## src/rtl/pcfc_pkg.sv

```systemverilog
`timescale 1ns / 1ps
`default_nettype none
package pcfc_pkg;

	typedef enum logic [1:0] {
		ENC_UNORM8  = 2'd0,
		ENC_UNORM16 = 2'd1,
		ENC_FLOAT32 = 2'd2,
		ENC_UINT32  = 2'd3
	} enc_t;

	// register indexes on the apb port
	localparam logic [1:0] REG_SRC_TYPE = 2'd0;
	localparam logic [1:0] REG_SRC_COMP = 2'd1;
	localparam logic [1:0] REG_DST_TYPE = 2'd2;
	localparam logic [1:0] REG_DST_COMP = 2'd3;

	localparam int unsigned NUM_CH = 4;
	localparam logic [31:0] ONE_F32 = 32'h3F80_0000;

	typedef struct packed {
		logic [31:0] in_ch0;
		logic [31:0] in_ch1;
		logic [31:0] in_ch2;
		logic [31:0] in_ch3;
		logic        last_in;
	} pix_in_t;

	typedef struct packed {
		logic [31:0] out_ch0;
		logic [31:0] out_ch1;
		logic [31:0] out_ch2;
		logic [31:0] out_ch3;
		logic        last_out;
	} pix_out_t;

	// after decode: raw bits, mantissa product, leading zero count
	typedef struct packed {
		logic [31:0] raw;
		logic [39:0] prod;
		logic [4:0]  lz;
	} lane_s1_t;

	// after normalize: rounded scale product, shift, int to float operand, float to uint32
	typedef struct packed {
		logic [31:0] raw;
		logic [24:0] rnd;
		logic [4:0]  ushift;
		logic        uzero;
		logic [31:0] norm;
		logic [31:0] f2u;
		logic [4:0]  lz;
	} lane_s2_t;

endpackage
`default_nettype wire

```

## src/rtl/pixel_channel_format_convert.sv

```systemverilog
`timescale 1ns / 1ps
`default_nettype none
// pipeline: a src transfer passes the registered decode, normalize and round stages before dst_valid
// throughput: 1 pixel per cycle while dst_ready stays high; each stage holds one pixel and moves when the next frees
// reset: arst_n clears all stage valid bits and sets src/dst type to unorm8, counts to 4
// configuration is read by the pipeline directly, so write it only while empty
module pixel_channel_format_convert
	import pcfc_pkg::*;
(
	input  wire logic        clk,
	input  wire logic        arst_n,
	input  wire logic        psel,
	input  wire logic        penable,
	input  wire logic        pwrite,
	input  wire logic [3:0]  paddr,
	input  wire logic [31:0] pwdata,
	output logic      [31:0] prdata,
	output logic             pready,
	input  wire logic        src_valid,
	output logic             src_ready,
	input  wire pix_in_t     src_data,
	output logic             dst_valid,
	input  wire logic        dst_ready,
	output pix_out_t         dst_data
);

	enc_t       src_type_q, dst_type_q;
	logic [2:0] src_comp_q, dst_comp_q;

	logic       v_s1, v_s2, v_s3;
	logic       last_s1, last_s2;
	lane_s1_t   lane_s1 [NUM_CH];
	lane_s2_t   lane_s2 [NUM_CH];
	pix_out_t   out_s3;
	logic       adv1, adv2, adv3;
	logic [2:0] ns, nd;
	logic [31:0] in_ch [NUM_CH];
	logic [31:0] res_ch [NUM_CH];

	// ---------------- configuration ----------------
	assign pready = 1'b1;

	always_ff @(posedge clk or negedge arst_n) begin
		if (!arst_n) begin
			src_type_q <= ENC_UNORM8;
			src_comp_q <= 3'd4;
			dst_type_q <= ENC_UNORM8;
			dst_comp_q <= 3'd4;
		end else if (psel && penable && pwrite) begin
			case (paddr[3:2])
				REG_SRC_TYPE: src_type_q <= enc_t'(pwdata[1:0]);
				REG_SRC_COMP: src_comp_q <= pwdata[2:0];
				REG_DST_TYPE: dst_type_q <= enc_t'(pwdata[1:0]);
				REG_DST_COMP: dst_comp_q <= pwdata[2:0];
				default: ;
			endcase
		end
	end

	always_comb begin
		case (paddr[3:2])
			REG_SRC_TYPE: prdata = {30'd0, src_type_q};
			REG_SRC_COMP: prdata = {29'd0, src_comp_q};
			REG_DST_TYPE: prdata = {30'd0, dst_type_q};
			REG_DST_COMP: prdata = {29'd0, dst_comp_q};
			default:      prdata = 32'd0;
		endcase
	end

	// ---------------- helpers ----------------
	function automatic logic [4:0] lzc32(input logic [31:0] w);
		logic [4:0] n;
		n = 5'd0;
		for (int i = 0; i < 32; i++) begin
			if (w[i]) n = 5'(31 - i);
		end
		return n;
	endfunction

	function automatic logic [31:0] max_of(input enc_t e);
		logic [31:0] m;
		case (e)
			ENC_UNORM8:  m = 32'h0000_00FF;
			ENC_UNORM16: m = 32'h0000_FFFF;
			ENC_FLOAT32: m = ONE_F32;
			default:     m = 32'hFFFF_FFFF;
		endcase
		return m;
	endfunction

	function automatic logic [2:0] clamp_cnt(input logic [2:0] c);
		return (c > 3'd4) ? 3'd4 : c;
	endfunction

	// stage a: mantissa times 255 or 65535, leading zeros of the integer source
	function automatic lane_s1_t lane_a(input logic [31:0] v, input enc_t se, input enc_t de);
		lane_s1_t   r;
		logic [23:0] m24;
		logic [31:0] w;
		m24 = {(v[30:23] != 8'd0), v[22:0]};
		case (se)
			ENC_UNORM8:  w = {v[7:0], 24'd0};
			ENC_UNORM16: w = {v[15:0], 16'd0};
			default:     w = v;
		endcase
		r.raw  = v;
		// times 2^n - 1 as a shift and a subtract
		r.prod = (de == ENC_UNORM8) ? ({8'd0, m24, 8'd0} - {16'd0, m24})
			: ({m24, 16'd0} - {16'd0, m24});
		r.lz   = lzc32(w);
		return r;
	endfunction

	// stage b: round the scale product, normalize integers, float to uint32
	function automatic lane_s2_t lane_b(input lane_s1_t a, input enc_t se, input enc_t de);
		lane_s2_t    r;
		logic [7:0]  ex;
		logic        top, g, st;
		logic [23:0] keep;
		logic [9:0]  sh;
		logic [23:0] m24;
		logic [54:0] t;
		logic [47:0] s48;
		logic [47:0] tt;
		ex = a.raw[30:23];
		if (de == ENC_UNORM8) begin
			top  = a.prod[31];
			keep = top ? a.prod[31:8] : a.prod[30:7];
			g    = top ? a.prod[7] : a.prod[6];
			st   = top ? (|a.prod[6:0]) : (|a.prod[5:0]);
			sh   = 10'd142 - {2'd0, ex} + {9'd0, ~top};
		end else begin
			top  = a.prod[39];
			keep = top ? a.prod[39:16] : a.prod[38:15];
			g    = top ? a.prod[15] : a.prod[14];
			st   = top ? (|a.prod[14:0]) : (|a.prod[13:0]);
			sh   = 10'd134 - {2'd0, ex} + {9'd0, ~top};
		end
		r.rnd    = {1'b0, keep} + {24'd0, g & (st | keep[0])};
		r.uzero  = sh > 10'd24;
		r.ushift = sh[4:0];

		// float to uint32, truncating
		m24 = {(ex != 8'd0), a.raw[22:0]};
		t   = 55'd0;
		if ((ex == 8'hFF && a.raw[22:0] != 23'd0) || a.raw[31] || ex < 8'd127)
			r.f2u = 32'd0;
		else if (ex >= 8'd159)
			r.f2u = 32'hFFFF_FFFF;
		else begin
			t = {31'd0, m24} << (ex - 8'd127);
			r.f2u = t[54:23];
		end

		// unorm / (2^w - 1) is the source repeated forever after the point
		if (se == ENC_UNORM8) s48 = {6{a.raw[7:0]}};
		else                  s48 = {3{a.raw[15:0]}};
		tt = s48 << a.lz;
		if (se == ENC_UINT32) r.norm = a.raw << a.lz;
		else                  r.norm = {tt[47:23], 7'd0};
		r.raw = a.raw;
		r.lz  = a.lz;
		return r;
	endfunction

	function automatic logic [31:0] to_f32(input logic [31:0] nv, input logic [4:0] lz,
		input logic force_st, input logic [7:0] base);
		logic        g, st;
		logic [24:0] rm;
		logic [7:0]  e8;
		g  = nv[7];
		st = force_st | (|nv[6:0]);
		rm = {1'b0, nv[31:8]} + {24'd0, g & (st | nv[8])};
		e8 = base - {3'd0, lz};
		if (rm[24]) return {1'b0, e8 + 8'd1, 23'd0};
		return {1'b0, e8, rm[22:0]};
	endfunction

	function automatic logic [31:0] f_to_unorm(input lane_s2_t b, input logic [31:0] mx);
		logic [7:0]  ex;
		logic [24:0] q;
		ex = b.raw[30:23];
		q  = b.rnd >> b.ushift;
		if (ex == 8'hFF && b.raw[22:0] != 23'd0) return mx;
		if (b.raw[31]) return 32'd0;
		if (ex >= 8'd127) return mx;
		if (b.uzero) return 32'd0;
		return {7'd0, q} & mx;
	endfunction

	// stage c: rounding and the final encoding mux
	function automatic logic [31:0] lane_c(input lane_s2_t b, input enc_t se, input enc_t de);
		logic [31:0] r;
		logic [15:0] n;
		n = (se == ENC_UNORM8) ? {8'd0, b.raw[7:0]} : b.raw[15:0];
		case (de)
			ENC_UNORM8: begin
				case (se)
					ENC_UNORM16: r = {24'd0, b.raw[15:8]};
					ENC_FLOAT32: r = f_to_unorm(b, 32'h0000_00FF);
					default:     r = {24'd0, b.raw[7:0]};
				endcase
			end
			ENC_UNORM16: begin
				case (se)
					ENC_UNORM8:  r = {16'd0, b.raw[7:0], {8{b.raw[0]}}};
					ENC_FLOAT32: r = f_to_unorm(b, 32'h0000_FFFF);
					default:     r = {16'd0, b.raw[15:0]};
				endcase
			end
			ENC_FLOAT32: begin
				case (se)
					ENC_FLOAT32: r = b.raw;
					ENC_UINT32:  r = (b.raw == 32'd0) ? 32'd0
						: to_f32(b.norm, b.lz, 1'b0, 8'd158);
					default: begin
						if (n == 16'd0) r = 32'd0;
						else if ({16'd0, n} == max_of(se)) r = ONE_F32;
						else r = to_f32(b.norm, b.lz, 1'b1, 8'd126);
					end
				endcase
			end
			default: begin
				case (se)
					ENC_UNORM8, ENC_UNORM16: r = {31'd0, n != 16'd0};
					ENC_FLOAT32: r = b.f2u;
					default:     r = b.raw;
				endcase
			end
		endcase
		return r;
	endfunction

	// ---------------- pipeline ----------------
	assign adv3      = !v_s3 || dst_ready;
	assign adv2      = !v_s2 || adv3;
	assign adv1      = !v_s1 || adv2;
	assign src_ready = adv1;
	assign dst_valid = v_s3;
	assign dst_data  = out_s3;

	assign in_ch[0] = src_data.in_ch0;
	assign in_ch[1] = src_data.in_ch1;
	assign in_ch[2] = src_data.in_ch2;
	assign in_ch[3] = src_data.in_ch3;

	assign ns = clamp_cnt(src_comp_q);
	assign nd = clamp_cnt(dst_comp_q);

	always_ff @(posedge clk or negedge arst_n) begin
		if (!arst_n) begin
			v_s1 <= 1'b0;
			v_s2 <= 1'b0;
			v_s3 <= 1'b0;
		end else begin
			if (adv1) v_s1 <= src_valid;
			if (adv2) v_s2 <= v_s1;
			if (adv3) v_s3 <= v_s2;
		end
	end

	always_ff @(posedge clk) begin
		if (adv1 && src_valid) begin
			last_s1 <= src_data.last_in;
			for (int i = 0; i < NUM_CH; i++)
				lane_s1[i] <= lane_a(in_ch[i], src_type_q, dst_type_q);
		end
		if (adv2 && v_s1) begin
			last_s2 <= last_s1;
			for (int i = 0; i < NUM_CH; i++)
				lane_s2[i] <= lane_b(lane_s1[i], src_type_q, dst_type_q);
		end
		if (adv3 && v_s2) begin
			out_s3 <= '{out_ch0: res_ch[0], out_ch1: res_ch[1], out_ch2: res_ch[2],
				out_ch3: res_ch[3], last_out: last_s2};
		end
	end

	// missing channels default to zero, alpha to the destination maximum
	always_comb begin
		for (int i = 0; i < NUM_CH; i++) begin
			if (3'(i) >= nd)
				res_ch[i] = 32'd0;
			else if (3'(i) < ns)
				res_ch[i] = lane_c(lane_s2[i], src_type_q, dst_type_q);
			else if (i == NUM_CH - 1)
				res_ch[i] = max_of(dst_type_q);
			else
				res_ch[i] = 32'd0;
		end
	end

endmodule
`default_nettype wire
```

## config.mk

```make
export PLATFORM = sky130hd
export DESIGN_NAME = pixel_channel_format_convert
export DESIGN_NICKNAME = d
export VERILOG_FILES = /design/src/rtl/pcfc_pkg.sv /design/src/rtl/pixel_channel_format_convert.sv
export SDC_FILE = /design/constraint.sdc
export NUM_CORES = 2
export LEC_CHECK = 0
export BUFFER_PORTS_ARGS = -buffer_cell sky130_fd_sc_hd__buf_2
export CAP_MARGIN = 10
export CORE_ASPECT_RATIO = 1.1
export CORE_MARGIN = 4
export CORE_UTILIZATION = 40
export CTS_BUF_LIST = sky130_fd_sc_hd__clkbuf_8 sky130_fd_sc_hd__clkbuf_16
export CTS_CLUSTER_DIAMETER = 30
export DETAILED_ROUTE_END_ITERATION = 7
export SLEW_MARGIN = 25
export SYNTH_ARGS = -nofsm -noshare
export SYNTH_HDL_FRONTEND = slang
export SYNTH_SLANG_ARGS = --single-unit
export TNS_END_PERCENT = 5
```

## constraint.sdc

```tcl
create_clock -name clk -period 15.43 [get_ports clk]
set_input_delay 4.629 -clock clk [delete_from_list [all_inputs] [get_ports clk]]
set_output_delay 4.629 -clock clk [all_outputs]
set_load 0.005 [all_outputs]
```

---- After elaboration in Yosys (flattened, before gate mapping) ----
Memories as Yosys holds them, arrays and structs flattened.
Index checks and enable logic that the tools add are counted.
W data, S select, Z words.
word-level totals
  register bits ........................... 144
  RAM bits ................................ 836
  bits of input ports ..................... 172
  output and inout bits ................... 164
  logic and storage cells ................. 858
  memories ................................ 2
memory list
  name     depth  width  rd ports  clocked after Yosys merged registers in  wr ports  RTL line                            text
  lane_s2  4      132    4         0                                        4         pixel_channel_format_convert.sv:33  lane_s2_t lane_s2 [NUM_CH];
  lane_s1  4      77     4         0                                        4         pixel_channel_format_convert.sv:32  lane_s1_t lane_s1 [NUM_CH];
cells by class
  add/subtract/negate cells ............... 56
  magnitude comparators ................... 26
  equality and inequality tests ........... 20
  shifts and indexed selects .............. 16
  multiplexer cells ....................... 610
  bitwise operators ....................... 27
  reductions and logical operators ........ 87
operators with widths
  kind                   count
  $mux W32               137
  $pmux W32 S2           21
  $mux W5                132
  $pmux W32 S3           5
  $mux W24               16
  $mux W48               8
  $add A24 B1 Y25        12
  $mux W1                272
  $shl A24 B8 Y55        4
  $shl A48 B5 Y48        4
  $reduce_bool A23 Y1    8
  $mux W40               4
  $sub A40 B24 Y40       4
  $sub A32 B24 Y33       4
  $eq A16 B32 Y1         4
  $logic_not A32 Y1      4
  $pmux W32 S4           1
  $shl A32 B5 Y32        4
  $shr A25 B5 Y16        4
  $add A9 B2 Y10         8
  $mux W10               8
  $sub A8 B8 Y9 const A  8
  $add A8 B1 Y8 const B  8
  $eq A8 B8 Y1 const B   8
  other kinds (32)       154

---- Logic depth before layout (Yosys ltp) ----
  depth after elaboration ................. 39
  depth in mapped cells ................... 18
  mapped depth without buffers ............ 11

---- Least setup slack after synthesis ----
No wires, ideal clock.
  path kind ............................... input to register
  start point ............................. in dst_ready
  end point ............................... mem lane_s2[0][0] (netlist name) (enable)
  setup time .............................. 0.962 ns
  data arrival time ....................... 16.613 ns
  required time ........................... 14.468 ns
  setup slack ............................. -2.145 ns
  stages .................................. 3
  buffers on the path ..................... 0
  cells stage by stage .................... nor2b_1 nand2_1 and2_1
RTL lines
  what                RTL line                            text
  start: declaration  pixel_channel_format_convert.sv:23  input wire logic dst_ready,
  end: declaration    pixel_channel_format_convert.sv:33

---- Final worst setup path ----
  start point ............................. in paddr[3]
  end point ............................... out prdata[0]
on the way
  cells in the longest elaborated chain, start to end .. 2
  elaborated cells on any way between the ends .. 5
  those cells by class .................... eq/ne (3); mux (1); reduce/logical (1)
RTL lines
  what                                  RTL line                            text
  start: declaration                    pixel_channel_format_convert.sv:15  input wire logic [3:0] paddr,
  $eq A2 B2 Y1 (tied with other cells)  pixel_channel_format_convert.sv:61  case (paddr[3:2])
  $pmux W32 S4 (*)                      pixel_channel_format_convert.sv:61
  end: declaration                      pixel_channel_format_convert.sv:17  output logic [31:0] prdata,
Every way passes the cells marked *; elsewhere a longest branch is shown, timed or not. The select of a mux whose other input is x is not followed.

==> flow_summary.json <==
{
  "power_density_mw_per_mm2": 148,
  "path_buf_inv": 2,
  "die_area_mm2": 0.210,
  "synth.distinct_cells": 103,
  "placed_cell_area_mm2": 0.0845,
  "yosys_register_bits": 976,
  "finalCritPeriodShare_pct": 65.4,
  "synth_area_mm2": 0.0810,
  "placed_cells": 11700,
  "hold_ws_ns": 0.417,
  "drt_wl_total_um": 330000,
  "max_slew_margin_pct": 23.1,
  "grt_max_degree": 167,
  "place_ws_ns": 5.34,
  "netlist_instances": 9216,
  "vias": 78100,
  "numCtsBuffers": 215,
  "synth_area_leaders": "edfxtp_1 36%, mux2i_1 5.7%, nand2_1 5.2%, a21oi_1 4.5%, o21ai_0 4.0%",
  "wl_per_cell_um": 27.3,
  "clockBufferDepth": 3,
  "postCtsSetupRepairBufs": 0,
  "synth_warnings": 0,
  "hp-class": "flop to flop",
  "cpMostUsedCell": "buf_2",
  "final.setup_skew_ns": 0.0395,
  "crit_chain": "buf_2 > mux4_2 > buf_2",
  "track_usage_pct": 30.0,
  "drtIter0Drc": 11200,
  "hold_viol": 0,
  "crit_type": "input pin to primary output",
  "io_buffers": 274,
  "tightest_slew_ns": 1.15,
  "firstDrtPassIters": 8,
  "synth_area_leader_cell": "edfxtp_1",
  "p_int_mw": 8.21,
  "timing.final.crit_period_ns": 10.09,
  "status": "finished, violations left",
  "synth_most_common_cell": "nand2_1",
  "critPathMaxStageDelay_ns": 0.52,
  "final_util_pct": 45.7,
  "seq_area_frac_synth_pct": 36.1,
  "power_mw": 13.7,
  "synthTopCellsByCount": "1,114 x nand2_1, 963 x edfxtp_1, 810 x nor2_1",
  "setup_violations": 0,
  "leakage_nw": 33.6,
  "p_comb_share_pct": 37.0,
  "critPathSlowestCell": "mux4_2",
  "cts_max_level": 4,
  "post-route-worst-setup-slack_ns": 5.34,
  "clk_latency_ns": 0.86,
  "die_h_um": 480,
  "sw_frac_of_total_pct": 39.9,
  "final_layout_size_suffix_gt1_share_pct": 13.9,
  "p_seq_share_pct": 28.9,
  "critPathTopFamily": "multiplexers",
  "grt_pass1_vias": 72500,
  "cts_tree": "done",
  "coreArea_mm2": 0.202,
  "async_reset_ff_share_pct": 1.33,
  "peakVddDrop_mv": 0.115,
  "start_util_pct": 40.2,
  "drc": 3,
  "clkPwrFrac_pct": 34.1,
  "vias_per_cell": 6.46,
  "antenna_found_initial": 35,
  "clk_pin_slew_worst_paths_ns": 0.05,
  "area_growth_pct": 13.7,
  "num_rows": 173,
  "startpoint_type": "input pin",
  "finalWeightedCongestion": 0.994,
  "violations": "design-rule violations",
  "switchingPower_mw": 5.46,
  "slew_viol_final": 0,
  "final_cells": 12100,
  "synth.avg_cell_area_um2": 8.79,
  "postRouteAntennaNets": 0,
  "dp_hpwl_um": 239000,
  "crit_fanout": 6,
  "grt_overflow": 0,
  "hold_buffers": 0,
  "fin_area_mm2": 0.0921,
  "synth_edf_count": 963,
  "grt_pass1_wl_um": 481000,
  "crit_path_end_kind": "primary output",
  "die_w_um": 437,
  "synth_ff_type": "edfxtp_1",
  "synth_top_area_share_pct": 35.7,
  "cts-resized-gates": 0,
  "ctsRootBufferMaster": "clkbuf_16",
  "timing.fmax_ghz": 0.0991,
  "num-nets-final": 9489,
  "crit_required_ns": 10.80,
  "rsz0062_at_grt": "no",
  "finalSetupTns_ns": 0,
  "pin_count": 336,
  "maxCapViolations": 0,
  "worstPathArrival_ns": 5.46,
  "cts.sinks": 976
}
[cells in the final DEF (no fill, tap or decap), drive strengths merged, types with 110 or more instances in the layout]
master  synthesis  layout
nand4         110     110
xnor2         331     331
ha            144     144
a211oi        195     195
nor4          124     124
nand2        1114    1114
mux2          174     174
nor2          810     810
inv           191     251
a21oi         735     735
mux4          141     141
nor3          185     185
buf           210     439
nand3         276     276
edfxtp        963     963
xor2          136     136
clkbuf        518     216
a31oi         129     129
nor2b         114     114
mux2i         464     464
o21ai         656     656
[layer usage]
layer	track usage, %	wire length [um]	part of all wire (%)
met3	7.95	37800	11
met2	42.2	135000	41
met4	14.4	16800	5.1
met5	0	57	0.017
met1	42.7	140000	42
[final cells by class]
type / count / area, um^2
Timing Repair Buffer: 440 / 2670
Clock inverter: 189 / 2140
Sequential cell: 976 / 29200
Inverter: 201 / 754
Clock buffer: 215 / 5380
Antenna cell: 20 / 50.0
Multi-Input combinational cell: 7339 / 48500
Tap cell: 2712 / 3390
Fill cell: 19400 / 110000
[power groups by stage]
stage                     combinational [mW]  clock (mW)  sequential, mW
after global placement                  4.85           0            3.97
after global routing                    5.40        4.87            3.99
after floorplan                         3.38           0            3.79
after CTS                               4.90        4.71            3.94
after detailed placement                4.88           0            3.98
final                                   5.06        4.66            3.96
[sequential cells by signal, indices dropped and copies added (netlist names)]
name and flops:
lane_s1 304, dst_data 129, src_comp_q 3, src_type_q 2, dst_comp_q 3, dst_type_q 2, last_s2 1, lane_s2 528
v_s1 1, v_s2 1, dst_valid 1, last_s1 1
[final timing paths]
| kind | cells after the start | to | start | slack (ns) |
|---|---|---|---|---|
| max in group asynchronous | 1 | dst_comp_q[2] | arst_n | 11.50 |
| min reg2reg | 0 | dst_data[0] | last_s2 | 0.42 |
| max | 3 | prdata[0] | paddr[3] | 5.34 |
| max reg2reg | 11 | dst_data[84] | src_type_q[0] | 9.77 |
| min in group asynchronous | 1 | src_comp_q[0] | arst_n | 3.65 |
| min | 0 | dst_data[0] | last_s2 | 0.42 |
[cells by family after synthesis]
family | count (synthesis) | share of synthesized area, %
flops | 976 | 36.1
simple gates | 3172 | 18.1
compound gates | 2746 | 21.8
fa+ha+maj | 145 | 2.24
mux | 779 | 12.1
xor+xnor | 467 | 5.05
buf+inv | 929 | 4.57
other cells | 2 | 0.00927
Power figures use the tool's default switching activity.
